$ cat src/rtl/adnp_pkg.sv
// ----------------------------------------------------------------------------
// adnp_pkg
// Shared types, constants and the place-weight table of the decimal parser.
// ----------------------------------------------------------------------------
package adnp_pkg;

    // fixed output field width
    localparam int OUT_BITS  = 48;

    // number format
    localparam int INT_BITS  = 31;
    localparam int FRAC_BITS = 16;

    // magnitude limit, never more than the output can carry
    localparam int SUM_BITS  = INT_BITS + FRAC_BITS;
    localparam int MAG_BITS  = (SUM_BITS >= OUT_BITS - 1) ? OUT_BITS - 1 : SUM_BITS;
    localparam int IACC_W    = MAG_BITS - FRAC_BITS;
    localparam int FACC_W    = 32;

    localparam logic [MAG_BITS-1:0] MAX_MAG   = '1;
    localparam logic [IACC_W-1:0]   INT_LIMIT = '1;

    // place-weight index, saturates on the first zero weight
    localparam int WT_IDX_W = 4;
    localparam logic [WT_IDX_W-1:0] WT_LAST = 4'd9;

    // ascii codes
    localparam logic [7:0] CH_MINUS = 8'h2D;
    localparam logic [7:0] CH_DOT   = 8'h2E;
    localparam logic [7:0] CH_ZERO  = 8'h30;
    localparam logic [7:0] CH_NINE  = 8'h39;

    typedef enum logic [2:0] {
        PH_SKIP = 3'b001,
        PH_INT  = 3'b010,
        PH_FRAC = 3'b100
    } t_phase;

    typedef struct packed {
        t_phase                phase;
        logic                  negative;
        logic                  overflowed;
        logic [IACC_W-1:0]     iacc;
        logic [FACC_W-1:0]     facc;
        logic [WT_IDX_W-1:0]   wt_idx;
    } t_num_state;

    typedef struct packed {
        logic [OUT_BITS-1:0] value;
        logic                saturated;
    } t_result;

    localparam t_num_state NUM_CLEAR = '{
        phase:      PH_SKIP,
        negative:   1'b0,
        overflowed: 1'b0,
        iacc:       '0,
        facc:       '0,
        wt_idx:     '0
    };

    // 0.1 in Q0.32 divided by ten per step, truncated
    function automatic logic [FACC_W-1:0] place_weight(input logic [WT_IDX_W-1:0] idx);
        logic [FACC_W-1:0] w;
        case (idx)
            4'd0:    w = 32'h1999_999A;
            4'd1:    w = 32'h028F_5C29;
            4'd2:    w = 32'h0041_8937;
            4'd3:    w = 32'h0006_8DB8;
            4'd4:    w = 32'h0000_A7C5;
            4'd5:    w = 32'h0000_10C6;
            4'd6:    w = 32'h0000_01AD;
            4'd7:    w = 32'h0000_002A;
            4'd8:    w = 32'h0000_0004;
            default: w = 32'h0000_0000;
        endcase
        return w;
    endfunction

endpackage

$ cat src/rtl/adnp_step.sv
// ----------------------------------------------------------------------------
// adnp_step
// Next parser state and finished result for one byte against current state.
// ----------------------------------------------------------------------------
module adnp_step (
    input  adnp_pkg::t_num_state i_state,
    input  logic [7:0]           i_byte,
    input  logic                 i_frac_mode,
    output adnp_pkg::t_num_state o_state,
    output logic                 o_emit,
    output adnp_pkg::t_result    o_result
);
    import adnp_pkg::*;

    logic                       is_digit;
    logic [7:0]                 diff;
    logic [3:0]                 digit;
    logic [IACC_W-1:0]          int_base;
    logic                       ov_base;
    logic [IACC_W+3:0]          int_x10;
    logic                       int_ov_nx;
    logic [IACC_W-1:0]          int_acc_nx;
    logic [FACC_W+3:0]          frac_prod;
    logic [FACC_W+4:0]          frac_sum;
    logic [FACC_W-1:0]          frac_nx;
    logic [IACC_W+FACC_W-1:0]   wide;
    logic [MAG_BITS-1:0]        mag;
    logic [OUT_BITS-1:0]        mag_ext;

    assign is_digit = (i_byte >= CH_ZERO) && (i_byte <= CH_NINE);
    assign diff     = i_byte - CH_ZERO;
    assign digit    = diff[3:0];

    // integer digit: acc*10 + d, clamp at the limit
    assign int_base   = (i_state.phase == PH_INT) ? i_state.iacc : '0;
    assign ov_base    = (i_state.phase == PH_INT) ? i_state.overflowed : 1'b0;
    assign int_x10    = ({4'b0, int_base} << 3) + ({4'b0, int_base} << 1)
                      + {{IACC_W{1'b0}}, digit};
    assign int_ov_nx  = ov_base || (int_x10[IACC_W+3:IACC_W] != 4'd0);
    assign int_acc_nx = int_ov_nx ? INT_LIMIT : int_x10[IACC_W-1:0];

    // fraction digit: acc + weight*d, clamp at all ones
    assign frac_prod = {4'b0, place_weight(i_state.wt_idx)} * {{FACC_W{1'b0}}, digit};
    assign frac_sum  = {5'b0, i_state.facc} + {1'b0, frac_prod};
    assign frac_nx   = (frac_sum[FACC_W+4:FACC_W] != 5'd0) ? '1 : frac_sum[FACC_W-1:0];

    // result assembly from current state
    assign wide    = {i_state.iacc, i_state.facc} >> (FACC_W - FRAC_BITS);
    assign mag     = i_state.overflowed ? MAX_MAG : wide[MAG_BITS-1:0];
    assign mag_ext = {{(OUT_BITS-MAG_BITS){1'b0}}, mag};

    assign o_result.value     = i_state.negative ? (~mag_ext + 1'b1) : mag_ext;
    assign o_result.saturated = i_state.overflowed;

    always_comb begin
        o_state = i_state;
        o_emit  = 1'b0;
        case (i_state.phase)
            PH_INT: begin
                if (is_digit) begin
                    o_state.iacc       = int_acc_nx;
                    o_state.overflowed = int_ov_nx;
                end else if (i_byte == CH_DOT && i_frac_mode) begin
                    o_state.phase = PH_FRAC;
                end else begin
                    o_emit  = 1'b1;
                    o_state = NUM_CLEAR;
                end
            end
            PH_FRAC: begin
                if (is_digit) begin
                    o_state.facc = frac_nx;
                    if (i_state.wt_idx != WT_LAST) begin
                        o_state.wt_idx = i_state.wt_idx + 1'b1;
                    end
                end else begin
                    o_emit  = 1'b1;
                    o_state = NUM_CLEAR;
                end
            end
            default: begin
                o_state = NUM_CLEAR;
                if (i_byte == CH_MINUS) begin
                    o_state.negative = 1'b1;
                    o_state.phase    = PH_INT;
                end else if (is_digit) begin
                    o_state.iacc       = int_acc_nx;
                    o_state.overflowed = int_ov_nx;
                    o_state.phase      = PH_INT;
                end
            end
        endcase
    end

endmodule

$ cat src/rtl/ascii_decimal_number_parser.sv
// ----------------------------------------------------------------------------
// ascii_decimal_number_parser
// Parses a stream of ascii bytes into signed Q31.16 numbers, with saturation.
// ----------------------------------------------------------------------------
//
//  channel   direction  signals                          meaning
//  -------   ---------  -------------------------------  ----------------------
//  in        sink       i_in_valid / o_in_ready          one ascii byte
//                       i_byte_req
//  out       source     o_out_valid / i_out_ready        one parsed number
//                       o_value, o_saturated
//  cfg       sink       i_cfg_wr_en, i_cfg_wr_data       fraction mode, no wait
//
//  one byte a cycle sustained while no result stalls; a byte waits in the
//  input register and reaches the parser state when it moves on, and the
//  result of a byte that ends a number is loaded at that same edge
//  the per-byte work is a x10 shift-add or a 32x4 weight multiply-add
//  between the input register and the state/result registers
//  reset clears the state, fraction mode and both valid flags, no sweep
//  a stalled result only holds off a byte that would end another number
// ----------------------------------------------------------------------------
module ascii_decimal_number_parser (
    input  logic                            i_clk,
    input  logic                            i_rst_n,
    input  logic                            i_in_valid,
    output logic                            o_in_ready,
    input  logic [7:0]                      i_byte_req,
    output logic                            o_out_valid,
    input  logic                            i_out_ready,
    output logic signed [adnp_pkg::OUT_BITS-1:0] o_value,
    output logic                            o_saturated,
    input  logic                            i_cfg_wr_en,
    input  logic                            i_cfg_wr_data
);
    import adnp_pkg::*;

    // input register
    logic               r_in_vld;
    logic [7:0]         r_byte;
    // parser state and configuration
    t_num_state         r_state;
    t_num_state         n_state;
    logic               r_frac_mode;
    // result register
    logic               r_out_vld;
    t_result            r_result;
    t_result            n_result;

    logic               step_emit;
    logic               advance;
    logic               in_xfer;
    logic               out_xfer;

    adnp_step u_step (
        .i_state     (r_state),
        .i_byte      (r_byte),
        .i_frac_mode (r_frac_mode),
        .o_state     (n_state),
        .o_emit      (step_emit),
        .o_result    (n_result)
    );

    // the held byte moves on unless it ends a number while a result is stuck
    assign advance    = r_in_vld && (!step_emit || !r_out_vld || i_out_ready);
    assign o_in_ready = !r_in_vld || advance;
    assign in_xfer    = i_in_valid && o_in_ready;
    assign out_xfer   = r_out_vld && i_out_ready;

    always_ff @(posedge i_clk) begin
        if (!i_rst_n) begin
            r_in_vld <= 1'b0;
        end else if (o_in_ready) begin
            r_in_vld <= i_in_valid;
        end
    end

    always_ff @(posedge i_clk) begin
        if (in_xfer) begin
            r_byte <= i_byte_req;
        end
    end

    // number state
    always_ff @(posedge i_clk) begin
        if (!i_rst_n) begin
            r_state <= NUM_CLEAR;
        end else if (advance) begin
            r_state <= n_state;
        end
    end

    always_ff @(posedge i_clk) begin
        if (!i_rst_n) begin
            r_frac_mode <= 1'b0;
        end else if (i_cfg_wr_en) begin
            r_frac_mode <= i_cfg_wr_data;
        end
    end

    // result register, loaded by the terminating byte
    always_ff @(posedge i_clk) begin
        if (!i_rst_n) begin
            r_out_vld <= 1'b0;
        end else if (advance && step_emit) begin
            r_out_vld <= 1'b1;
        end else if (out_xfer) begin
            r_out_vld <= 1'b0;
        end
    end

    always_ff @(posedge i_clk) begin
        if (advance && step_emit) begin
            r_result <= n_result;
        end
    end

    assign o_out_valid = r_out_vld;
    assign o_value     = r_result.value;
    assign o_saturated = r_result.saturated;

    // ------------------------------------------------------------------------
    // assertions
    // ------------------------------------------------------------------------

    // a clamped result carries the full magnitude
    a_sat_mag: assert property (@(posedge i_clk) disable iff (!i_rst_n)
        (r_out_vld && r_result.saturated) |->
            (r_result.value == {{(OUT_BITS-MAG_BITS){1'b0}}, MAX_MAG}) ||
            (r_result.value == ~{{(OUT_BITS-MAG_BITS){1'b0}}, MAX_MAG} + 1'b1))
        else $error("saturated result without full magnitude");

    // overflow is only held while a number is being collected
    a_ovf_phase: assert property (@(posedge i_clk) disable iff (!i_rst_n)
        r_state.overflowed |-> (r_state.phase == PH_INT || r_state.phase == PH_FRAC))
        else $error("overflow flag outside a number");

    // skipping means a cleared number
    a_skip_clear: assert property (@(posedge i_clk) disable iff (!i_rst_n)
        (r_state.phase == PH_SKIP) |->
            (r_state.iacc == '0 && r_state.facc == '0 && !r_state.negative))
        else $error("stale number state while skipping");

    // a terminating byte behind a stuck result must not be replaced
    a_hold_in: assert property (@(posedge i_clk) disable iff (!i_rst_n)
        (r_in_vld && step_emit && r_out_vld && !i_out_ready) |=>
            (r_in_vld && $stable(r_byte) && $stable(r_state)))
        else $error("terminating byte lost under output stall");

endmodule
$ cat config.mk
export PLATFORM = sky130hd
export DESIGN_NAME = ascii_decimal_number_parser
export DESIGN_NICKNAME = d
export VERILOG_FILES = /design/src/rtl/adnp_pkg.sv /design/src/rtl/adnp_step.sv /design/src/rtl/ascii_decimal_number_parser.sv
export SDC_FILE = /design/constraint.sdc
export NUM_CORES = 1
export LEC_CHECK = 0
export BUFFER_PORTS_ARGS = -buffer_cell sky130_fd_sc_hd__clkbuf_2
export CAP_MARGIN = 40
export CORE_ASPECT_RATIO = 1.75
export CORE_MARGIN = 4
export CORE_UTILIZATION = 45
export DETAILED_ROUTE_END_ITERATION = 6
export GPL_TIMING_DRIVEN = 0
export PLACE_DENSITY = 0.6
export SLEW_MARGIN = 20
export SYNTH_ARGS = -nofsm -noshare
export SYNTH_HDL_FRONTEND = slang
export SYNTH_SLANG_ARGS = --single-unit
$ cat constraint.sdc
create_clock -name i_clk -period 7.8 [get_ports i_clk]
set_input_delay 0.78 -clock i_clk [delete_from_list [all_inputs] [get_ports i_clk]]
set_output_delay 0.78 -clock i_clk [all_outputs]
set_load 0.005 [all_outputs]
==> results.sh, run 1 <==
export IMPL_run_status="finished clean"
export IMPL_grt_pass1_vias=11364
export IMPL_critical_path_class="reg2reg"
export IMPL_die_area_um2=32150
export IMPL_dp_slack_ns=0.7111
export IMPL_finalCriticalPeriod_ns=7.045
export IMPL_area_growth_pct=10.75
export IMPL_yosysSeqAreaShare_pct=27.46
export IMPL_rows=82
export IMPL_start_util_pct=45.81
export IMPL_antenna_cells=0
export IMPL_die_w_um=137.3
export IMPL_critPathSlowestCell="clkbuf_1"
export IMPL_synth_ff_type="dfxtp_1"
export IMPL_postCtsHoldBufs=0
export IMPL_ioPinCount=65
export IMPL_endpoint_kind="flip-flop"
export IMPL_yosys_warnings=0
export IMPL_period_share_pct=90.32
export IMPL_port_buffers=63
export IMPL_layout_nets=1784
export IMPL_yosysMostFrequentCell="inv_1"
export IMPL_gp_congestion=0.9260
export IMPL_timing_critical_path_mode_cell="o21ai_0"
export IMPL_dr_pass1_iters=5
export IMPL_fp_dieH_um=234.2
export IMPL_rsz0062_at_grt="false"
export IMPL_tightest_slew_ns=0.9281
export IMPL_postRouteAntennaNets=0
export IMPL_synth_commonest_cells="inv_1, ha_1, and2_1"
export IMPL_synthCells=1489
export IMPL_report_final_setup_viol=0
export IMPL_cts_buffer_depth=2
export IMPL_max_cap_violations=0
export IMPL_wl_mm=37.45
export IMPL_cts_sinks=152
export IMPL_irDropWorstVdd_uv=156.0
export IMPL_vias=10979
export IMPL_grt_pass1_wl_mm=59.50
export IMPL_grt_overflow=0
export IMPL_syn_nets=1701
export IMPL_clock_skew_ns=0.01146
export IMPL_power_density_nw_per_um2=148.0
export IMPL_numCtsBuffers=17
export IMPL_grt_max_degree=31
export IMPL_drtIter0Drc=474
export IMPL_antenna_found_initial=0
export IMPL_slew_violations=0
export IMPL_dp_hpwl_mm=30.94
export IMPL_drive_gt1_share_pct=7.760
export IMPL_synthesis_area_um2=13160
export IMPL_min_path_type="reg2reg"
export IMPL_slew_headroom_pct=37.47
export IMPL_cts_resized=0
export IMPL_p_leak_nw=6.945
export IMPL_cts_root_buf="clkbuf_16"
export IMPL_yosysTopAreaCell="dfxtp_1"
export IMPL_syn_area_per_cell_um2=8.838
export IMPL_yosysUniqueCellTypes=69
export IMPL_crit_path_max_incr_delay_ns=0.57
export IMPL_timing_fmax_mhz=142.0
export IMPL_cp_data_required_time_ns=8.14
export IMPL_setup_tns_ns=0
export IMPL_post_cts_buffers=0
export IMPL_ys_ff_latch=152
export IMPL_clkTransAtPathRegs_ns=0.06
export IMPL_route_detailed_drc=0
export IMPL_worstSetupStartpointType="flip-flop"
export IMPL_fin_ws_ns=0.7553
export IMPL_num_fill_cells=2790
export IMPL_crit_arrival_ns=7.38
export IMPL_routedWlPerCell_um=19.08
export IMPL_core_area_um2=28730
export IMPL_ys_top_cells_by_area="dfxtp_1, edfxtp_1, fa_1, ha_1, and2_1"
export IMPL_cts_max_level=4
export IMPL_cts_tree="yes"
export IMPL_path_cells="clkbuf_1 -> nand2_1 -> fa_1 -> fa_1 -> fa_1 -> inv_1 -> ha_1 -> a211oi_1 -> o21ai_0 -> o2111ai_1 -> a31oi_1 -> o21ai_0 -> o21ai_0 -> mux2i_1 -> clkbuf_1 -> o21ai_0 -> a22o_1"
export IMPL_synth_edf_count=57
export IMPL_grt_usage_pct=24.15
export IMPL_vias_per_cell=5.593
export IMPL_clk_latency_ns=0.45
export IMPL_hold_viol_final=0
export IMPL_async_flop_share_pct=0
export IMPL_synth_top_area_share_pct=14.45
export IMPL_critPathMaxFanout=10
[report_power, final]
part | switching [mW] | internal [mW] | leakage, nW
Clock | 0.350 | 0.493 | 0.295
Sequential | 0.00501 | 0.823 | 1.25
Combinational | 0.297 | 0.189 | 5.40
[through the flow]
stage          area (um^2)  hold WS, ns  utilization [%]  cells  power, mW
2_1_floorplan        13160       0.4250                -   1489      1.215
4_1_cts              14580       0.4577            50.74   1963      2.176
5_1_grt              14580       0.4689            50.74   1963      2.272
3_5_place_dp         13970       0.4423            48.65   1931      1.331
3_3_place_gp         13950       0.4331            48.55   1930      1.326
6_report             14580       0.4551            50.74   1963      2.156
[logic make-up (layout without fill, tap and decap cells)]
family	Yosys count	after routing	share of synthesized area, %
adder cells (fa/ha/maj)	198	198	23.27
multiplexers	7	7	0.5324
XOR/XNOR	76	76	5.058
AND/OR/NAND/NOR	462	462	18.17
AO/OA/AOI/OAI	368	368	19.06
flip-flops	152	152	27.46
buffers and inverters	226	322	6.446
[metal layers]
metal  track usage [%]  vias to the layer above  routed length, um
li1                  -                     5350                  -
met1             23.22                     5266              12930
met2             47.44                      239              21420
met3             3.435                      124                911
met4             13.83                        0               2189
met5                 0                        -                  0
[worst paths after layout]
path,start,end,slack [ns],cells after the start
hold reg to reg,r_state[7],r_state[7],0.46,1
setup reg to reg,r_byte[3],r_state[32],0.76,17
setup / recovery,r_byte[3],r_state[32],0.76,17
hold / removal,r_state[7],r_state[7],0.46,1
[worst max-delay path, delay by kind of cell (launching register included)]
| kind | cells | cell delay (ns) |
|---|---|---|
| AND/OR/NAND/NOR | 1 | 0.17 |
| AO/OA/AOI/OAI | 8 | 2.74 |
| buffers and inverters | 3 | 1.13 |
| flip-flops | 1 | 0.48 |
| multiplexers | 1 | 0.52 |
| adder cells (fa/ha/maj) | 4 | 1.90 |
[cell type report]
class	count	area, um^2	share of cell area [%]
multi-input cells	1111	8705	59.72
plain buffers	56	210.2	1.442
well taps	378	473.0	3.245
inverters	170	638.1	4.378
flip-flops and latches	152	3613	24.79
clock buffers	25	550.5	3.777
clock inverters	7	50.05	0.3434
repair buffers	64	335.3	2.301
[cell usage in the layout (no fill, tap or decap), types with 57 or more instances in the layout]
cell | Yosys | final
fa_1 | 78 | 78
and2_1 | 111 | 111
nor2_1 | 109 | 109
inv_1 | 170 | 170
o21ai_0 | 59 | 59
ha_1 | 120 | 120
clkbuf_1 | 56 | 59
clkbuf_2 | 0 | 63
nand2_1 | 93 | 93
a21oi_1 | 101 | 101
dfxtp_1 | 95 | 95
edfxtp_1 | 57 | 57
(Power assumes the default switching activity.)
==> inputs of run 2 (changes only) <==
--- a/config.mk
+++ b/config.mk
@@ -7,2 +7,3 @@
 export LEC_CHECK = 0
+export ABC_AREA = 1
 export BUFFER_PORTS_ARGS = -buffer_cell sky130_fd_sc_hd__clkbuf_2
@@ -14,3 +15,3 @@
 export GPL_TIMING_DRIVEN = 0
-export PLACE_DENSITY = 0.6
+export PLACE_DENSITY = 0.59
 export SLEW_MARGIN = 20
@@ -19 +20,2 @@
 export SYNTH_SLANG_ARGS = --single-unit
+export TNS_END_PERCENT = 100
--- a/constraint.sdc
+++ b/constraint.sdc
@@ -3,2 +3,2 @@
 set_output_delay 0.78 -clock i_clk [all_outputs]
-set_load 0.005 [all_outputs]
+set_load 0.1 [all_outputs]
==> results.sh, run 2 <==
export IMPL_grt_usage_pct=27.02
export IMPL_clkTransAtPathRegs_ns=0.07
export IMPL_endpoint_kind="flip-flop"
export IMPL_grt_pass1_vias=14317
export IMPL_setup_tns_ns=0
export IMPL_final_cell_mix="nand2_1, inv_1, nor2_1"
export IMPL_critical_path_class="reg2reg"
export IMPL_r2r_start="r_byte[1]"
export IMPL_synthAdderAreaFrac_pct=20.24
export IMPL_numCtsBuffers=17
export IMPL_route_detailed_drc=0
export IMPL_cp_data_required_time_ns=8.10
export IMPL_yosysUniqueCellTypes=47
export IMPL_final_common_cell="nand2_1"
export IMPL_synth_commonest_cells="nand2_1, inv_1, nor2_1"
export IMPL_run_status="finished clean"
export IMPL_synth_ff_type="dfxtp_1"
export IMPL_grt_pass1_wl_mm=75.99
export IMPL_antenna_cells=0
export IMPL_synth_top_family_by_area="simple AND/OR/NAND/NOR gates"
export IMPL_cts_buffer_depth=2
export IMPL_syn_area_per_cell_um2=6.735
export IMPL_yosys_warnings=0
export IMPL_vias_per_cell=5.033
export IMPL_yosysSeqAreaShare_pct=23.88
export IMPL_cts_tree="yes"
export IMPL_ioPinCount=65
export IMPL_p_leak_nw=9.359
export IMPL_drive_gt1_share_pct=7.213
export IMPL_cts_resized=0
export IMPL_dr_pass1_iters=5
export IMPL_layout_nets=2542
export IMPL_min_path_type="reg2reg"
export IMPL_core_area_um2=33140
export IMPL_slew_headroom_pct=49.20
export IMPL_grt_overflow=0
export IMPL_report_final_setup_viol=0
export IMPL_hold_depth=2
export IMPL_synthXorXnorAreaFrac_pct=4.340
export IMPL_start_util_pct=45.67
export IMPL_synth_mux_area_share_pct=0
export IMPL_power_density_nw_per_um2=151.1
export IMPL_die_w_um=146.6
export IMPL_hold_viol_final=0
export IMPL_cts_sinks=152
export IMPL_synth_simple_area_share_pct=28.14
export IMPL_async_flop_share_pct=0
export IMPL_timing_fmax_mhz=180.0
export IMPL_tightest_slew_ns=0.7620
export IMPL_antenna_found_initial=0
export IMPL_dp_hpwl_mm=42.92
export IMPL_period_share_pct=71.24
export IMPL_rows=88
export IMPL_hp_start="r_state[8]"
export IMPL_area_growth_pct=9.689
export IMPL_drtIter0Drc=588
export IMPL_ys_ff_latch=152
export IMPL_syn_nets=2459
export IMPL_rr_worst_depth=20
export IMPL_yosysMostFrequentCell="nand2_1"
export IMPL_finalPower_mw=2.509
export IMPL_clk_latency_ns=0.44
export IMPL_crit_arrival_ns=5.86
export IMPL_die_area_um2=36750
export IMPL_slew_violations=0
export IMPL_synth_compound_area_share_pct=9.292
export IMPL_synth_edf_count=57
export IMPL_critPathMaxFanout=10
export IMPL_finalCriticalPeriod_ns=5.557
export IMPL_synthCells=2247
export IMPL_gp_congestion=0.9568
export IMPL_cts_max_level=4
export IMPL_yosysTopAreaCell="nand2_1"
export IMPL_grt_max_degree=30
export IMPL_synthesis_area_um2=15130
export IMPL_max_cap_violations=0
export IMPL_vias=14056
export IMPL_irDropWorstVdd_uv=180.4
export IMPL_post_cts_buffers=0
export IMPL_port_buffers=63
export IMPL_postRouteAntennaNets=0
export IMPL_clock_skew_ns=0.01029
export IMPL_cp_startpoint="r_byte[1]"
export IMPL_ys_top_cells_by_area="nand2_1, dfxtp_1, inv_1, edfxtp_1, fa_1"
export IMPL_worstSetupStartpointType="flip-flop"
export IMPL_routedWlPerCell_um=17.83
export IMPL_synth_top_area_share_pct=15.48
export IMPL_wl_mm=49.81
export IMPL_postCtsHoldBufs=0
export IMPL_num_fill_cells=3454
export IMPL_fp_dieH_um=250.6
export IMPL_cts_root_buf="clkbuf_16"
export IMPL_rsz0062_at_grt="false"
-- run 2: cell count changes after synthesis, moves of 29 or more --
cell and change:
a221o_1 -30, a21o_1 -49, and2_1 -110, inv_1 +327, nor2_1 +106, nand2_1 +531
clkbuf_1 -29, nand3_1 +43, a21oi_1 +34
-- run 2: layer usage --
| metal | vias up | global-route usage [%] | wire, um |
|---|---|---|---|
| li1 | 7049 | - | - |
| met1 | 6546 | 23.30 | 15560 |
| met2 | 306 | 56.43 | 29530 |
| met3 | 155 | 2.389 | 854 |
| met4 | 0 | 17.81 | 3863 |
| met5 | - | 0 | 0 |
-- run 2: final cells by class --
class | instances | area [um^2] | area share [%]
repair buffers | 64 | 335.3 | 2.020
flip-flops and latches | 152 | 3613 | 21.77
plain buffers | 46 | 236.5 | 1.424
inverters | 506 | 1899 | 11.44
clock buffers | 18 | 429.2 | 2.585
multi-input cells | 1543 | 9385 | 56.53
well taps | 450 | 563.0 | 3.392
clock inverters | 14 | 138.9 | 0.8366
-- run 2: path summary, 6_finish.rpt --
kind	to	slack, ns
max reg2reg	r_state[21]	2.24
min reg2reg	r_state[8]	0.47
max	r_state[21]	2.24
min	r_state[8]	0.47
-- run 2: worst max-delay path, stage by stage, from the launching register on --
cell and delay [ns]:
edfxtp_1 0.55, clkbuf_1 0.51, nand2_1 0.22, fa_1 0.58, inv_1 0.07, fa_1 0.51
inv_1 0.05, fa_1 0.51, inv_1 0.04, ha_1 0.39, a21oi_1 0.40, nand2_1 0.12
nand2_1 0.07, nand2_1 0.07, nand2_1 0.06, nand2_1 0.08, a21oi_4 0.18, nand3_2 0.27
buf_4 0.26, o21ai_0 0.33, a21oi_1 0.11
-- run 2: cells by family after synthesis --
logic type      count (synthesis)
compound gates                251
flops                         152
fa+ha+maj                     198
xor+xnor                       75
simple gates                 1019
buf+inv                       552
-- run 2: power breakdown --
group,switching (mW),leakage [nW],total [mW],internal (mW)
Combinational,0.574,7.82,0.845,0.271
Clock,0.376,0.277,0.823,0.447
Sequential,0.0126,1.27,0.841,0.828
-- run 2: through the flow --
stage	instances	setup slack (ns)	utilization, %	hold WS [ns]	cell area, um^2
2_1_floorplan	2247	3.612	-	0.4309	15130
3_3_place_gp	2760	2.279	48.32	0.4539	16010
3_5_place_dp	2761	2.243	48.38	0.4574	16030
4_1_cts	2793	2.229	50.09	0.4675	16600
5_1_grt	2793	1.946	50.09	0.4839	16600
6_report	2793	2.243	50.09	0.4658	16600
